<file path="config.mk">
export PLATFORM = sky130hd
export DESIGN_NAME = bitplane_popcount_dot_product_top
export DESIGN_NICKNAME = d
export VERILOG_FILES = /design/src/bpd_pkg.sv /design/src/bpd_lane.sv /design/src/bpd_merge.sv /design/src/bitplane_popcount_dot_product_top.sv
export VERILOG_INCLUDE_DIRS = /design/src /design/src/src
export SDC_FILE = /design/constraint.sdc
export NUM_CORES = 2
export LEC_CHECK = 0
export ABC_AREA = 0
export BUFFER_PORTS_ARGS = -buffer_cell sky130_fd_sc_hd__buf_2
export CORE_ASPECT_RATIO = 0.5
export CORE_MARGIN = 3
export CORE_UTILIZATION = 62
export CTS_CLUSTER_SIZE = 40
export DETAILED_ROUTE_END_ITERATION = 12
export GPL_TIMING_DRIVEN = 0
export PLACE_DENSITY = 0.85
export SETUP_SLACK_MARGIN = 0.15
export SLEW_MARGIN = 20
export SYNTH_ARGS = -nofsm -noshare
export SYNTH_HDL_FRONTEND = slang
export SYNTH_SLANG_ARGS = --single-unit
</file>
<file path="constraint.sdc">
create_clock -name clk -period 10.74 [get_ports clk]
set_input_delay 3.222 -clock clk [delete_from_list [all_inputs] [get_ports clk]]
set_output_delay 3.222 -clock clk [all_outputs]
set_load 0.05 [all_outputs]
</file>
<file path="src/bitplane_popcount_dot_product_top_macros.svh">
// Assertion macros for the bit-plane popcount dot product block.
// Used by the top level; no other dependencies.
`ifndef BITPLANE_POPCOUNT_DOT_PRODUCT_TOP_MACROS_SVH
`define BITPLANE_POPCOUNT_DOT_PRODUCT_TOP_MACROS_SVH

// Same-cycle implication, checked outside reset.
`define BPD_ASSERT_IMP(lbl, clk, rst, ante, cons) \
  lbl: assert property (@(posedge clk) disable iff (rst) (ante) |-> (cons)) \
    else $error("bpd check failed");

// Next-cycle implication, checked outside reset.
`define BPD_ASSERT_NXT(lbl, clk, rst, ante, cons) \
  lbl: assert property (@(posedge clk) disable iff (rst) (ante) |=> (cons)) \
    else $error("bpd check failed");

`endif

</file>
<file path="src/bpd_pkg.sv">
// Shared types, constants and the popcount function for the bit-plane
// popcount dot product block. No dependencies.
`default_nettype none

package bpd_pkg;

  localparam int PORT_BITS       = 64;
  localparam int NUM_PLANE_PORTS = 8;
  localparam int POP_W           = 7;
  localparam int SUM_W           = 40;
  localparam logic [SUM_W-1:0] SUM_MAX = {SUM_W{1'b1}};
  localparam logic [3:0] NIBBLE_MASK = 4'hf;

  localparam int CFG_IDX_W  = 2;
  localparam int CFG_DATA_W = 4;
  localparam logic [CFG_IDX_W-1:0] REG_COMBINE_MODE = 2'd0;
  localparam logic [CFG_IDX_W-1:0] REG_PLANE_COUNT  = 2'd1;

  localparam logic [1:0] MODE_AND = 2'd0;
  localparam logic [1:0] MODE_XOR = 2'd1;
  localparam logic [1:0] MODE_POP = 2'd2;

  typedef logic [1:0] lane_op_t;
  localparam lane_op_t LOP_OFF  = 2'd0;
  localparam lane_op_t LOP_AND  = 2'd1;
  localparam lane_op_t LOP_XOR  = 2'd2;
  localparam lane_op_t LOP_DATA = 2'd3;

  typedef struct packed {
    logic load_sum;
    logic accumulate;
    logic emit;
  } merge_ctrl_t;

  localparam logic [2:0] NIBBLE_ONES [16] = '{
    3'd0, 3'd1, 3'd1, 3'd2, 3'd1, 3'd2, 3'd2, 3'd3,
    3'd1, 3'd2, 3'd2, 3'd3, 3'd2, 3'd3, 3'd3, 3'd4
  };

  function automatic logic [POP_W-1:0] popcount_word(input logic [PORT_BITS-1:0] w);
    logic [2:0] l0 [16];
    logic [3:0] l1 [8];
    logic [4:0] l2 [4];
    logic [5:0] l3 [2];
    for (int k = 0; k < 16; k++) begin
      l0[k] = NIBBLE_ONES[w[4*k +: 4] & NIBBLE_MASK];
    end
    for (int k = 0; k < 8; k++) begin
      l1[k] = {1'b0, l0[2*k]} + {1'b0, l0[2*k+1]};
    end
    for (int k = 0; k < 4; k++) begin
      l2[k] = {1'b0, l1[2*k]} + {1'b0, l1[2*k+1]};
    end
    for (int k = 0; k < 2; k++) begin
      l3[k] = {1'b0, l2[2*k]} + {1'b0, l2[2*k+1]};
    end
    return {1'b0, l3[0]} + {1'b0, l3[1]};
  endfunction

endpackage

`default_nettype wire

</file>
<file path="src/bpd_lane.sv">
// One plane lane: masks the data word, combined with a plane word in the AND and
// XOR ops, and registers its popcount. Depends on bpd_pkg.
`default_nettype none

module bpd_lane #(
  parameter int CNT_W = 7
) (
  input  wire logic                          clk,
  input  wire logic                          load,
  input  wire bpd_pkg::lane_op_t             op,
  input  wire logic [bpd_pkg::PORT_BITS-1:0] data,
  input  wire logic [bpd_pkg::PORT_BITS-1:0] plane,
  input  wire logic [bpd_pkg::PORT_BITS-1:0] mask,
  output logic      [CNT_W-1:0]              cnt
);
  import bpd_pkg::*;

  logic [PORT_BITS-1:0] word;
  logic [POP_W-1:0]     pop;
  logic [CNT_W-1:0]     cnt_next;

  always_comb begin
    case (op)
      LOP_AND:  word = plane & data & mask;
      LOP_XOR:  word = (plane ^ data) & mask;
      LOP_DATA: word = data & mask;
      default:  word = '0;
    endcase
  end

  assign pop      = popcount_word(word);
  assign cnt_next = CNT_W'(pop);

  always_ff @(posedge clk) begin
    if (load) begin
      cnt <= cnt_next;
    end
  end

endmodule

`default_nettype wire

</file>
<file path="src/bpd_merge.sv">
// Merge stage: weights and adds the lane counts, then runs the saturating
// 40-bit accumulator and holds the result beat. Depends on bpd_pkg.
`default_nettype none

module bpd_merge #(
  parameter int MAX_PLANES = 8,
  parameter int CNT_W      = 7
) (
  input  wire logic                                clk,
  input  wire logic                                rst,
  input  wire bpd_pkg::merge_ctrl_t                ctrl,
  input  wire logic [MAX_PLANES-1:0][CNT_W-1:0]    cnt,
  output logic      [bpd_pkg::SUM_W-1:0]           dot_sum,
  output logic                                     saturated
);
  import bpd_pkg::*;

  localparam int WSUM_W = CNT_W + MAX_PLANES;

  logic [WSUM_W-1:0] wsum_next;
  logic [WSUM_W-1:0] wsum;
  logic [SUM_W-1:0]  running_sum;
  logic              saturate_flag;
  logic [SUM_W:0]    total;
  logic              over;
  logic [SUM_W-1:0]  sum_next;
  logic              flag_next;

  always_comb begin
    wsum_next = '0;
    for (int j = 0; j < MAX_PLANES; j++) begin
      wsum_next = wsum_next + (WSUM_W'(cnt[j]) << j);
    end
  end

  always_ff @(posedge clk) begin
    if (ctrl.load_sum) begin
      wsum <= wsum_next;
    end
  end

  assign total     = {1'b0, running_sum} + (SUM_W + 1)'(wsum);
  assign over      = total >= {1'b0, SUM_MAX};
  assign sum_next  = over ? SUM_MAX : total[SUM_W-1:0];
  assign flag_next = saturate_flag | over;

  always_ff @(posedge clk) begin
    if (rst) begin
      running_sum   <= '0;
      saturate_flag <= 1'b0;
    end else if (ctrl.accumulate) begin
      if (ctrl.emit) begin
        running_sum   <= '0;
        saturate_flag <= 1'b0;
      end else begin
        running_sum   <= sum_next;
        saturate_flag <= flag_next;
      end
    end
  end

  always_ff @(posedge clk) begin
    if (ctrl.emit) begin
      dot_sum   <= sum_next;
      saturated <= flag_next;
    end
  end

endmodule

`default_nettype wire

</file>
<file path="src/bitplane_popcount_dot_product_top.sv">
// Bit-plane weighted popcount dot product: top level with the input stage,
// plane lanes, merge stage and result handshake.
// Depends on bpd_pkg, bpd_lane, bpd_merge and the assertion macro header.
//
// Usage:
//   The input channel (in_valid/in_ready) carries one 64-bit data word, the
//   matching word of each query plane, valid_bytes and last_word per beat.
//   The config channel (cfg_valid/cfg_ready, cfg_index, cfg_data) writes
//   combine_mode (index 0) and plane_count (index 1); it is always ready; the
//   user must write it only while the block is idle (not enforced by the block).
//   The output channel (out_valid/out_ready) carries dot_sum and saturated,
//   one beat per vector, after the beat marked last_word.
// Timing:
//   An accepted beat passes through the lane registers, the weighted sum
//   register and the accumulator and output register; out_valid rises when
//   the last beat reaches the output register. Throughput is one input beat
//   per cycle unless a last beat stalls on out_ready; the lanes and the adder
//   tree work side by side and the 40-bit saturating add sets the rate.
// Reset:
//   rst clears the pipeline, the accumulator and the flag, and loads
//   combine_mode = AND and plane_count = 4.
// Stall:
//   While a result waits on out_ready, non-last beats keep flowing into the
//   accumulator; only the next last beat holds at the merge stage, and the
//   pipeline backs up behind it.
`default_nettype none

`include "bitplane_popcount_dot_product_top_macros.svh"

module bitplane_popcount_dot_product_top #(
  parameter int MAX_PLANES = 8,
  parameter int WORD_BITS  = 64
) (
  input  wire logic                           clk,
  input  wire logic                           rst,
  input  wire logic                           cfg_valid,
  output logic                                cfg_ready,
  input  wire logic [bpd_pkg::CFG_IDX_W-1:0]  cfg_index,
  input  wire logic [bpd_pkg::CFG_DATA_W-1:0] cfg_data,
  input  wire logic                           in_valid,
  output logic                                in_ready,
  input  wire logic [bpd_pkg::PORT_BITS-1:0]  data_word,
  input  wire logic [bpd_pkg::PORT_BITS-1:0]  plane_word_0,
  input  wire logic [bpd_pkg::PORT_BITS-1:0]  plane_word_1,
  input  wire logic [bpd_pkg::PORT_BITS-1:0]  plane_word_2,
  input  wire logic [bpd_pkg::PORT_BITS-1:0]  plane_word_3,
  input  wire logic [bpd_pkg::PORT_BITS-1:0]  plane_word_4,
  input  wire logic [bpd_pkg::PORT_BITS-1:0]  plane_word_5,
  input  wire logic [bpd_pkg::PORT_BITS-1:0]  plane_word_6,
  input  wire logic [bpd_pkg::PORT_BITS-1:0]  plane_word_7,
  input  wire logic [3:0]                     valid_bytes,
  input  wire logic                           last_word,
  output logic                                out_valid,
  input  wire logic                           out_ready,
  output logic      [bpd_pkg::SUM_W-1:0]      dot_sum,
  output logic                                saturated
);
  import bpd_pkg::*;

  localparam int CNT_W = $clog2(WORD_BITS + 1);

  logic [1:0] combine_mode;
  logic [3:0] plane_count;
  logic [3:0] plane_limit;

  logic [NUM_PLANE_PORTS-1:0][PORT_BITS-1:0] plane_words;
  logic [PORT_BITS-1:0]                      mask;
  logic [MAX_PLANES-1:0][1:0]                lane_ops;
  logic [MAX_PLANES-1:0][CNT_W-1:0]          lane_cnt;

  logic        stage1_valid;
  logic        stage1_last;
  logic        stage2_valid;
  logic        stage2_last;
  logic        acc_go;
  logic        adv2;
  logic        adv1;
  merge_ctrl_t ctrl;

  assign cfg_ready = 1'b1;

  always_ff @(posedge clk) begin
    if (rst) begin
      combine_mode <= MODE_AND;
      plane_count  <= 4'd4;
    end else if (cfg_valid && cfg_ready) begin
      case (cfg_index)
        REG_COMBINE_MODE: combine_mode <= cfg_data[1:0];
        REG_PLANE_COUNT:  plane_count  <= cfg_data;
        default:          ;
      endcase
    end
  end

  assign plane_limit = (plane_count > 4'(MAX_PLANES)) ? 4'(MAX_PLANES) : plane_count;

  assign plane_words[0] = plane_word_0;
  assign plane_words[1] = plane_word_1;
  assign plane_words[2] = plane_word_2;
  assign plane_words[3] = plane_word_3;
  assign plane_words[4] = plane_word_4;
  assign plane_words[5] = plane_word_5;
  assign plane_words[6] = plane_word_6;
  assign plane_words[7] = plane_word_7;

  always_comb begin
    for (int i = 0; i < PORT_BITS; i++) begin
      mask[i] = (4'(i / 8) < valid_bytes) && (i < WORD_BITS);
    end
  end

  // Pipeline flow: the merge stage holds only a last beat on a full output.
  assign acc_go   = stage2_valid && (!stage2_last || !out_valid || out_ready);
  assign adv2     = !stage2_valid || acc_go;
  assign adv1     = !stage1_valid || adv2;
  assign in_ready = adv1;

  assign ctrl.load_sum   = adv2 && stage1_valid;
  assign ctrl.accumulate = acc_go;
  assign ctrl.emit       = acc_go && stage2_last;

  always_ff @(posedge clk) begin
    if (rst) begin
      stage1_valid <= 1'b0;
      stage2_valid <= 1'b0;
      out_valid    <= 1'b0;
    end else begin
      if (adv1) begin
        stage1_valid <= in_valid;
      end
      if (adv2) begin
        stage2_valid <= stage1_valid;
      end
      if (ctrl.emit) begin
        out_valid <= 1'b1;
      end else if (out_ready) begin
        out_valid <= 1'b0;
      end
    end
  end

  always_ff @(posedge clk) begin
    if (adv1) begin
      stage1_last <= last_word;
    end
    if (adv2) begin
      stage2_last <= stage1_last;
    end
  end

  for (genvar j = 0; j < MAX_PLANES; j++) begin : g_lane
    always_comb begin
      case (combine_mode)
        MODE_AND: lane_ops[j] = (4'(j) < plane_limit) ? LOP_AND : LOP_OFF;
        MODE_XOR: lane_ops[j] = (4'(j) < plane_limit) ? LOP_XOR : LOP_OFF;
        MODE_POP: lane_ops[j] = (j == 0) ? LOP_DATA : LOP_OFF;
        default:  lane_ops[j] = LOP_OFF;
      endcase
    end

    bpd_lane #(
      .CNT_W (CNT_W)
    ) u_lane (
      .clk   (clk),
      .load  (adv1),
      .op    (lane_ops[j]),
      .data  (data_word),
      .plane (plane_words[j]),
      .mask  (mask),
      .cnt   (lane_cnt[j])
    );
  end

  bpd_merge #(
    .MAX_PLANES (MAX_PLANES),
    .CNT_W      (CNT_W)
  ) u_merge (
    .clk       (clk),
    .rst       (rst),
    .ctrl      (ctrl),
    .cnt       (lane_cnt),
    .dot_sum   (dot_sum),
    .saturated (saturated)
  );

  `BPD_ASSERT_IMP(a_emit_slot_free, clk, rst, ctrl.emit, (!out_valid || out_ready))
  `BPD_ASSERT_NXT(a_emit_shows, clk, rst, ctrl.emit, out_valid)
  `BPD_ASSERT_IMP(a_sat_at_max, clk, rst, (out_valid && saturated), (dot_sum == SUM_MAX))

endmodule

`default_nettype wire
</file>
* After elaboration in Yosys (flattened, before gate mapping)
Memory sizes are Yosys's and may differ from the RTL's.
Index checks and enable logic that the tools add are counted.
** Word-level totals
- Input port bits :: 592
- Bits in writable memories :: 0
- Logic and storage cells :: 921
- Output and inout bits :: 44
- Memories kept :: 128
- Memory bits (read-only) :: 6144
- Register bits :: 164
- Bits in latches :: 0
** Memories
- (no name shown) :: depth 16, width 3, read ports 1, clocked after Yosys merged registers in 0, write ports 0, line bpd_pkg.sv:46 : l0[k] = NIBBLE_ONES[w[4*k +: 4] & NIBBLE_MASK];
- (no name shown) :: depth 16, width 3, read ports 1, clocked after Yosys merged registers in 0, write ports 0, line bpd_pkg.sv:46
- (no name shown) :: depth 16, width 3, read ports 1, clocked after Yosys merged registers in 0, write ports 0, line bpd_pkg.sv:46
- (no name shown) :: depth 16, width 3, read ports 1, clocked after Yosys merged registers in 0, write ports 0, line bpd_pkg.sv:46
- (no name shown) :: depth 16, width 3, read ports 1, clocked after Yosys merged registers in 0, write ports 0, line bpd_pkg.sv:46
- (no name shown) :: depth 16, width 3, read ports 1, clocked after Yosys merged registers in 0, write ports 0, line bpd_pkg.sv:46
- +122 memories
** Operators by class
- $mul :: 0
- Shift-type cells :: 0
- Bitwise gates (word level) :: 162
- Divide/modulo/power cells :: 0
- Multiplexer cells :: 294
- Add/sub/neg operators :: 128
- Eq/ne operators :: 27
- Magnitude comparators :: 146
- Reductions and logical operators :: 16
** Operators with widths (count)
- bitwise AND 64 bit :: 25
- case mux 64 bit (3 select lines) :: 8
- 2-to-1 mux 3 bit :: 256
- >= comparator 5 bit (second input constant) :: 128
- NOT 4 -> 5 bit :: 128
- bitwise XOR 64 bit :: 8
- adder 3 x 3 -> 4 bit :: 64
- adder 4 x 4 -> 5 bit :: 32
- adder 5 x 5 -> 6 bit :: 16
- 2-to-1 mux 40 bit :: 2
- adder 6 x 6 -> 7 bit :: 8
- adder 40 x 15 -> 41 bit :: 1
- >= comparator 41 x 40 -> 1 bit (second input constant) :: 1
- == test 2 bit (second input constant) :: 17
- less-than comparator 3 x 4 -> 1 bit (first input constant) :: 8
- case mux 2 bit (2 select lines) :: 7
- == test 2 x 1 -> 1 bit (second input constant) :: 10
- less-than comparator 1 x 4 -> 1 bit (first input constant) :: 4
- less-than comparator 2 x 4 -> 1 bit (first input constant) :: 4
- 2-to-1 mux 2 bit :: 8
- adder 15 x 10 -> 15 bit :: 1
- adder 15 x 11 -> 15 bit :: 1
- adder 15 x 12 -> 15 bit :: 1
- adder 15 x 13 -> 15 bit :: 1
- other kinds (14) :: 34

* Longest topological paths before layout
- Depth in word-level cells :: 15
- Mapped depth :: 38

* Hierarchy
From an unflattened synthesis, not the netlist that was laid out.
** Second synthesis, totals
- Cells, all modules :: 5945
- Area, all modules :: 52282.6 um2
** Modules (own cells, without submodules)
- bpd_lane (g_lane[0].u_lane ...) :: times used 3, cells each 668, area an instance 5674.2 um2
- bpd_lane (g_lane[6].u_lane ...) :: times used 2, cells each 660, area an instance 5634.2 um2
- bpd_merge :: times used 1, cells each 648, area an instance 6522.5 um2
- bpd_lane (g_lane[4].u_lane) :: times used 1, cells each 634, area an instance 5718.0 um2
- bpd_lane (g_lane[1].u_lane) :: times used 1, cells each 638, area an instance 5545.3 um2
- bpd_lane (g_lane[5].u_lane) :: times used 1, cells each 618, area an instance 5536.6 um2
- bitplane_popcount_dot_product_top :: times used 1, cells each 83, area an instance 669.4 um2

* Worst setup path before layout
Ideal clock, no wire load.
- Path kind :: input to register
- Start :: input port valid_bytes[1]
- End :: register g_lane[3].u_lane.cnt[6], data pin
- Library setup time :: 258 ps
- Cell stages on the path :: 28
- Path buffers :: 4
- Required time :: 10482 ps
- Arrival time :: 9448 ps
- Setup slack :: 1035 ps
- Cell sequence :: clkbuf_1 -> or3_1 -> clkbuf_1 -> clkbuf_1 -> nor2_1 -> clkbuf_1 -> nor2_1 -> and2_1 -> inv_1 -> ha_1 -> o22ai_1 -> a22o_1 -> fa_1 -> inv_1 -> fa_1 -> inv_1 -> fa_1 -> inv_1 -> fa_1 -> inv_1 -> fa_1 -> fa_1 -> ha_1 -> a21o_1 -> a21oi_1 -> o21bai_1 -> a21oi_1 -> xnor2_1
** Between the ends
- Longest elaborated chain between the ends :: 11
- Elaborated cells on any way between the ends :: 91
- Classes of those cells :: 15 x add/sub; 8 x order compare; 33 x mux; 19 x bitwise; 16 x memory
** RTL lines
- start: declaration :: line bitplane_popcount_dot_product_top.sv:51 : input wire logic [3:0] valid_bytes,
- less-than comparator 1 x 4 -> 1 bit (tied with other cells) :: line bitplane_popcount_dot_product_top.sv:108 : mask[i] = (4'(i / 8) < valid_bytes) && (i < WORD_BITS);
- bitwise AND 64 bit, on equally long branches :: line bpd_lane.sv:26, bpd_lane.sv:24, bpd_lane.sv:25
- case mux 64 bit (3 select lines) (*) :: line bpd_lane.sv:23 : case (op)
- NOT 4 -> 5 bit (not written as such) :: line bpd_pkg.sv:46
- memory read (16 x 3 bit)
- 2-to-1 mux 3 bit (not written as such) (2 in a row) :: line bpd_pkg.sv:46
- adder 3 x 3 -> 4 bit :: line bpd_pkg.sv:49 : l1[k] = {1'b0, l0[2*k]} + {1'b0, l0[2*k+1]};
- adder 4 x 4 -> 5 bit :: line bpd_pkg.sv:52 : l2[k] = {1'b0, l1[2*k]} + {1'b0, l1[2*k+1]};
- adder 5 x 5 -> 6 bit :: line bpd_pkg.sv:55 : l3[k] = {1'b0, l2[2*k]} + {1'b0, l2[2*k+1]};
- adder 6 x 6 -> 7 bit (*) :: line bpd_pkg.sv:57 : return {1'b0, l3[0]} + {1'b0, l3[1]};
- net g_lane[3].u_lane.cnt_next[6] :: line bpd_lane.sv:20 : logic [CNT_W-1:0] cnt_next;
- end signal: assignment :: line bpd_lane.sv:36 : cnt <= cnt_next;
- end: declaration :: line bpd_lane.sv:14 : output logic [CNT_W-1:0] cnt
Mark *: on every way through the listed nets, which the timed path passes. The rest lies on a longest branch. The select of a mux whose other input is x is not followed.
A chain may end at the register's enable or synchronous reset.

* Worst setup path in the final report
- Start :: input port valid_bytes[1]
- End :: register g_lane[1].u_lane.cnt[6], data pin
** Between the ends
- Longest elaborated chain between the ends :: 11
- Elaborated cells on any way between the ends :: 91
- Classes of those cells :: 15 x add/sub; 8 x order compare; 33 x mux; 19 x bitwise; 16 x memory
** RTL lines (line)
- less-than comparator 1 x 4 -> 1 bit (tied with other cells) :: bitplane_popcount_dot_product_top.sv:108
- bitwise AND 64 bit, on equally long branches :: bpd_lane.sv:26, bpd_lane.sv:24, bpd_lane.sv:25
- case mux 64 bit (3 select lines) (*) :: bpd_lane.sv:23
- NOT 4 -> 5 bit (not written as such) :: bpd_pkg.sv:46
- memory read (16 x 3 bit)
- 2-to-1 mux 3 bit (not written as such) (2 in a row) :: bpd_pkg.sv:46
- adder 3 x 3 -> 4 bit :: bpd_pkg.sv:49
- adder 4 x 4 -> 5 bit :: bpd_pkg.sv:52
- adder 5 x 5 -> 6 bit :: bpd_pkg.sv:55
- adder 6 x 6 -> 7 bit (*) :: bpd_pkg.sv:57
- net g_lane[1].u_lane.cnt_next[6] :: bpd_lane.sv:20
- end signal: assignment :: bpd_lane.sv:36
- end: declaration :: bpd_lane.sv:14
Marks and branches as above.

==> impl_metrics.toml <==
[drt]
drtPass1Iterations = 8
wirelength_mm = 228.6
antenna_left = 0
vias_per_cell = 6.786
wl_per_cell_microns = 30.04
route.detailed.drc = 0
drtIter0Drc = 7611
vias = 51640

[grt]
grt_max_degree = 50
overflow = 0
grt.total_usage = 0.5234
first_global_vias = 49270
grt_pass1_wl_mm = 318.8
antenna_found_initial = 36

[logic_synthesis]
syn-cell-area_sq_um = 50080
async_reset_ff_frac = 0
synth_seq_area_share = 0.08834
synth_most_common_cell = "ha_1"
syn-num-nets = 7809
ys_top_cells_by_area = "ha_1 (26%), fa_1 (14%), edfxtp_1 (6.8%), mux2_2 (6.4%), inv_1 (5.0%)"
yosys_warnings = 0
synth_edf_count = 114
synth_ff_type = "edfxtp_1"
synth_seq_cells = 164
synth_common_cells = "ha_1 (1048), inv_1 (667), nand2_1 (582)"
synth.avg_cell_area_sq_um = 8.607
synth_top_area_cell = "ha_1"
synth.distinct_cells = 75
netlist_instances = 5819
synthDominantCellAreaShare = 0.2618

[sta]
fin_hold_ws_ns = 0.4292
final-hold-violation-count = 0
fin_crit_sh = 0.9879
setup_viol = 0
slew_headroom = 0.03593
rsz0062_at_grt = "true"
clock_skew_ns = 0.01925
fmax_mhz = 94.25
maxSlewViolCount = 0
fin_crit_ns = 10.61
tightest_slew_ns = 1.446
setup_tns_ns = 0

[power_and_ir_drop]
swShare = 0.5107
p_seq_frac = 0.143
power_frac_comb = 0.773
totalPowerFinal_w = 0.007997
p_int_w = 0.003913
power.share.clock = 0.084
power_density_nw_per_um2 = 143.9
p_switching_w = 0.004084
max-vdd-ir-drop_v = 0.0002844
leakage_nw = 28.07

[setup_path]
crit_fanout = 9
slowest_delay_ns = 0.94
end_kind = "flop"
ff2ff_path_depth = 33
required_ns = 11.02
cp_data_arrival_time_ns = 10.89
start_kind = "input port"
slowest_stage = "clkbuf_1"
critPathKind = "input port to flop"
cp_common_cell = "fa_1"

[finish]
seqCellArea_sq_um = 4424
final_cell_count_no_fill = 7609
final_nets = 8464
layout-drive-gt1-share = 0.1649
multi_input_area_sq_um = 42220
syn_to_final_growth_pct = 10.99
fillers = 6273
fin_util = 0.7069

[worst_hold_path]
hold_class = "flop to flop"
hold_path_depth = 0

[floorplan]
num_io_pins = 636
fp.dieW_microns = 408.0
num_rows = 72
die_area_sq_um = 84440
core_sq_um = 78650
chipHeight_microns = 207.0
floorplan.initialDensity = 0.6368

[clock_tree]
root_buffer = "clkbuf_16"
cts_tree = "built"
clock-sinks = 164
cts_buffer_depth = 2
path_clk_slew_ns = 0.08
htree_levels = 4
clock_latency_ns = 0.49
cts_buffers = 17
cts_hold_buf = 0

[place]
globalplace.congestion = 1.104
place_inst = 7528
place_hpwl_mm = 173.2
port_buffers = 632

[run_status]
status = "completed"

[run]
maxCapViolations = 0
## per-stage QoR
step / setup slack (ns) / instance area (sq um)
after detailed placement: -1.645 / 54700
final: 0.1304 / 55590
after global routing: 0.1225 / 55480
after global placement: -2.033 / 54590
after floorplan: 1.035 / 50080
after CTS: 0.1572 / 55330
## per-layer routing
metal / vias to the layer above / routed length [microns] / share of wire / global-route usage
met5: - / 273 / 0.0012 / 0.03170
met4: 23 / 25080 / 0.11 / 0.4682
met3: 1446 / 34790 / 0.15 / 0.2352
met2: 4202 / 90470 / 0.40 / 0.7429
met1: 24470 / 77970 / 0.34 / 0.5940
li1: 21490 / - / - / -
## layout make-up
| type | instances | area share |
|---|---|---|
| multi-input combinational | 4722 | 0.7595 |
| sequential | 164 | 0.07959 |
| timing repair buffer | 640 | 0.05919 |
| inverter | 669 | 0.04517 |
| tap | 1073 | 0.02415 |
| buffer | 260 | 0.01931 |
| clock buffer | 17 | 0.007652 |
| clock inverter | 15 | 0.003241 |
| antenna | 49 | 0.002206 |
## power groups by stage
stage               Clock [W]  Sequential [W]  Combinational, W
finish               0.000670         0.00114           0.00618
global route         0.000685         0.00114           0.00698
CTS                  0.000664         0.00114           0.00603
detailed placement          0         0.00115           0.00599
global placement            0         0.00115           0.00557
floorplan                   0         0.00113           0.00412
## placed cells by master, fill, tap and decap left out, types with 168 or more instances in the layout
cell type and n:
inv_1 667, clkbuf_1 178, a21oi_1 214, buf_2 637
xnor2_1 168, ha_1 1048, mux2i_1 246, a22o_1 192
nor2_1 317, fa_1 350, nand2_1 581, mux2_2 284
o21ai_0 230
## cell families after synthesis
logic type | synth area share
adder cells (fa/ha/maj) | 0.4017
flip-flops | 0.08834
AND/OR/NAND/NOR | 0.1352
AO/OA/AOI/OAI | 0.1374
other | 0.00007487
buffers and inverters | 0.07040
multiplexers | 0.1130
XOR/XNOR | 0.05386
## flip-flops by register name (all words and copies together) (netlist names)
signal / cells
u_merge.saturated: 1
u_merge.dot_sum: 40
u_merge.wsum: 15
out_valid: 1
g_lane.u_lane.cnt: 56
stage2_valid: 1
plane_count: 4
stage1_valid: 1
combine_mode: 2
u_merge.saturate_flag: 1
stage2_last: 1
u_merge.running_sum: 40
stage1_last: 1
## worst paths after layout
check                   from                 endpoint  slack [ns]
max           valid_bytes[1]  g_lane[1].u_lane.cnt[6]        0.13
min              stage1_last              stage2_last        0.43
max reg2reg  combine_mode[0]  g_lane[6].u_lane.cnt[6]        0.37
min reg2reg      stage1_last              stage2_last        0.43
## worst max-delay path, delay by kind of cell
family | cells | cell delay (ns)
buffers and inverters | 7 | 1.82
XOR/XNOR | 1 | 0.20
AND/OR/NAND/NOR | 5 | 1.03
multiplexers | 1 | 0.13
adder cells (fa/ha/maj) | 7 | 3.38
AO/OA/AOI/OAI | 6 | 1.10
## timing repair
action | CTS | global route
pin swaps | 0 | 1
setup endpoints to repair | 46 | 28
setup buffers | 0 | 3
resized for setup | 20 | 57
(Power assumes the default switching activity.)
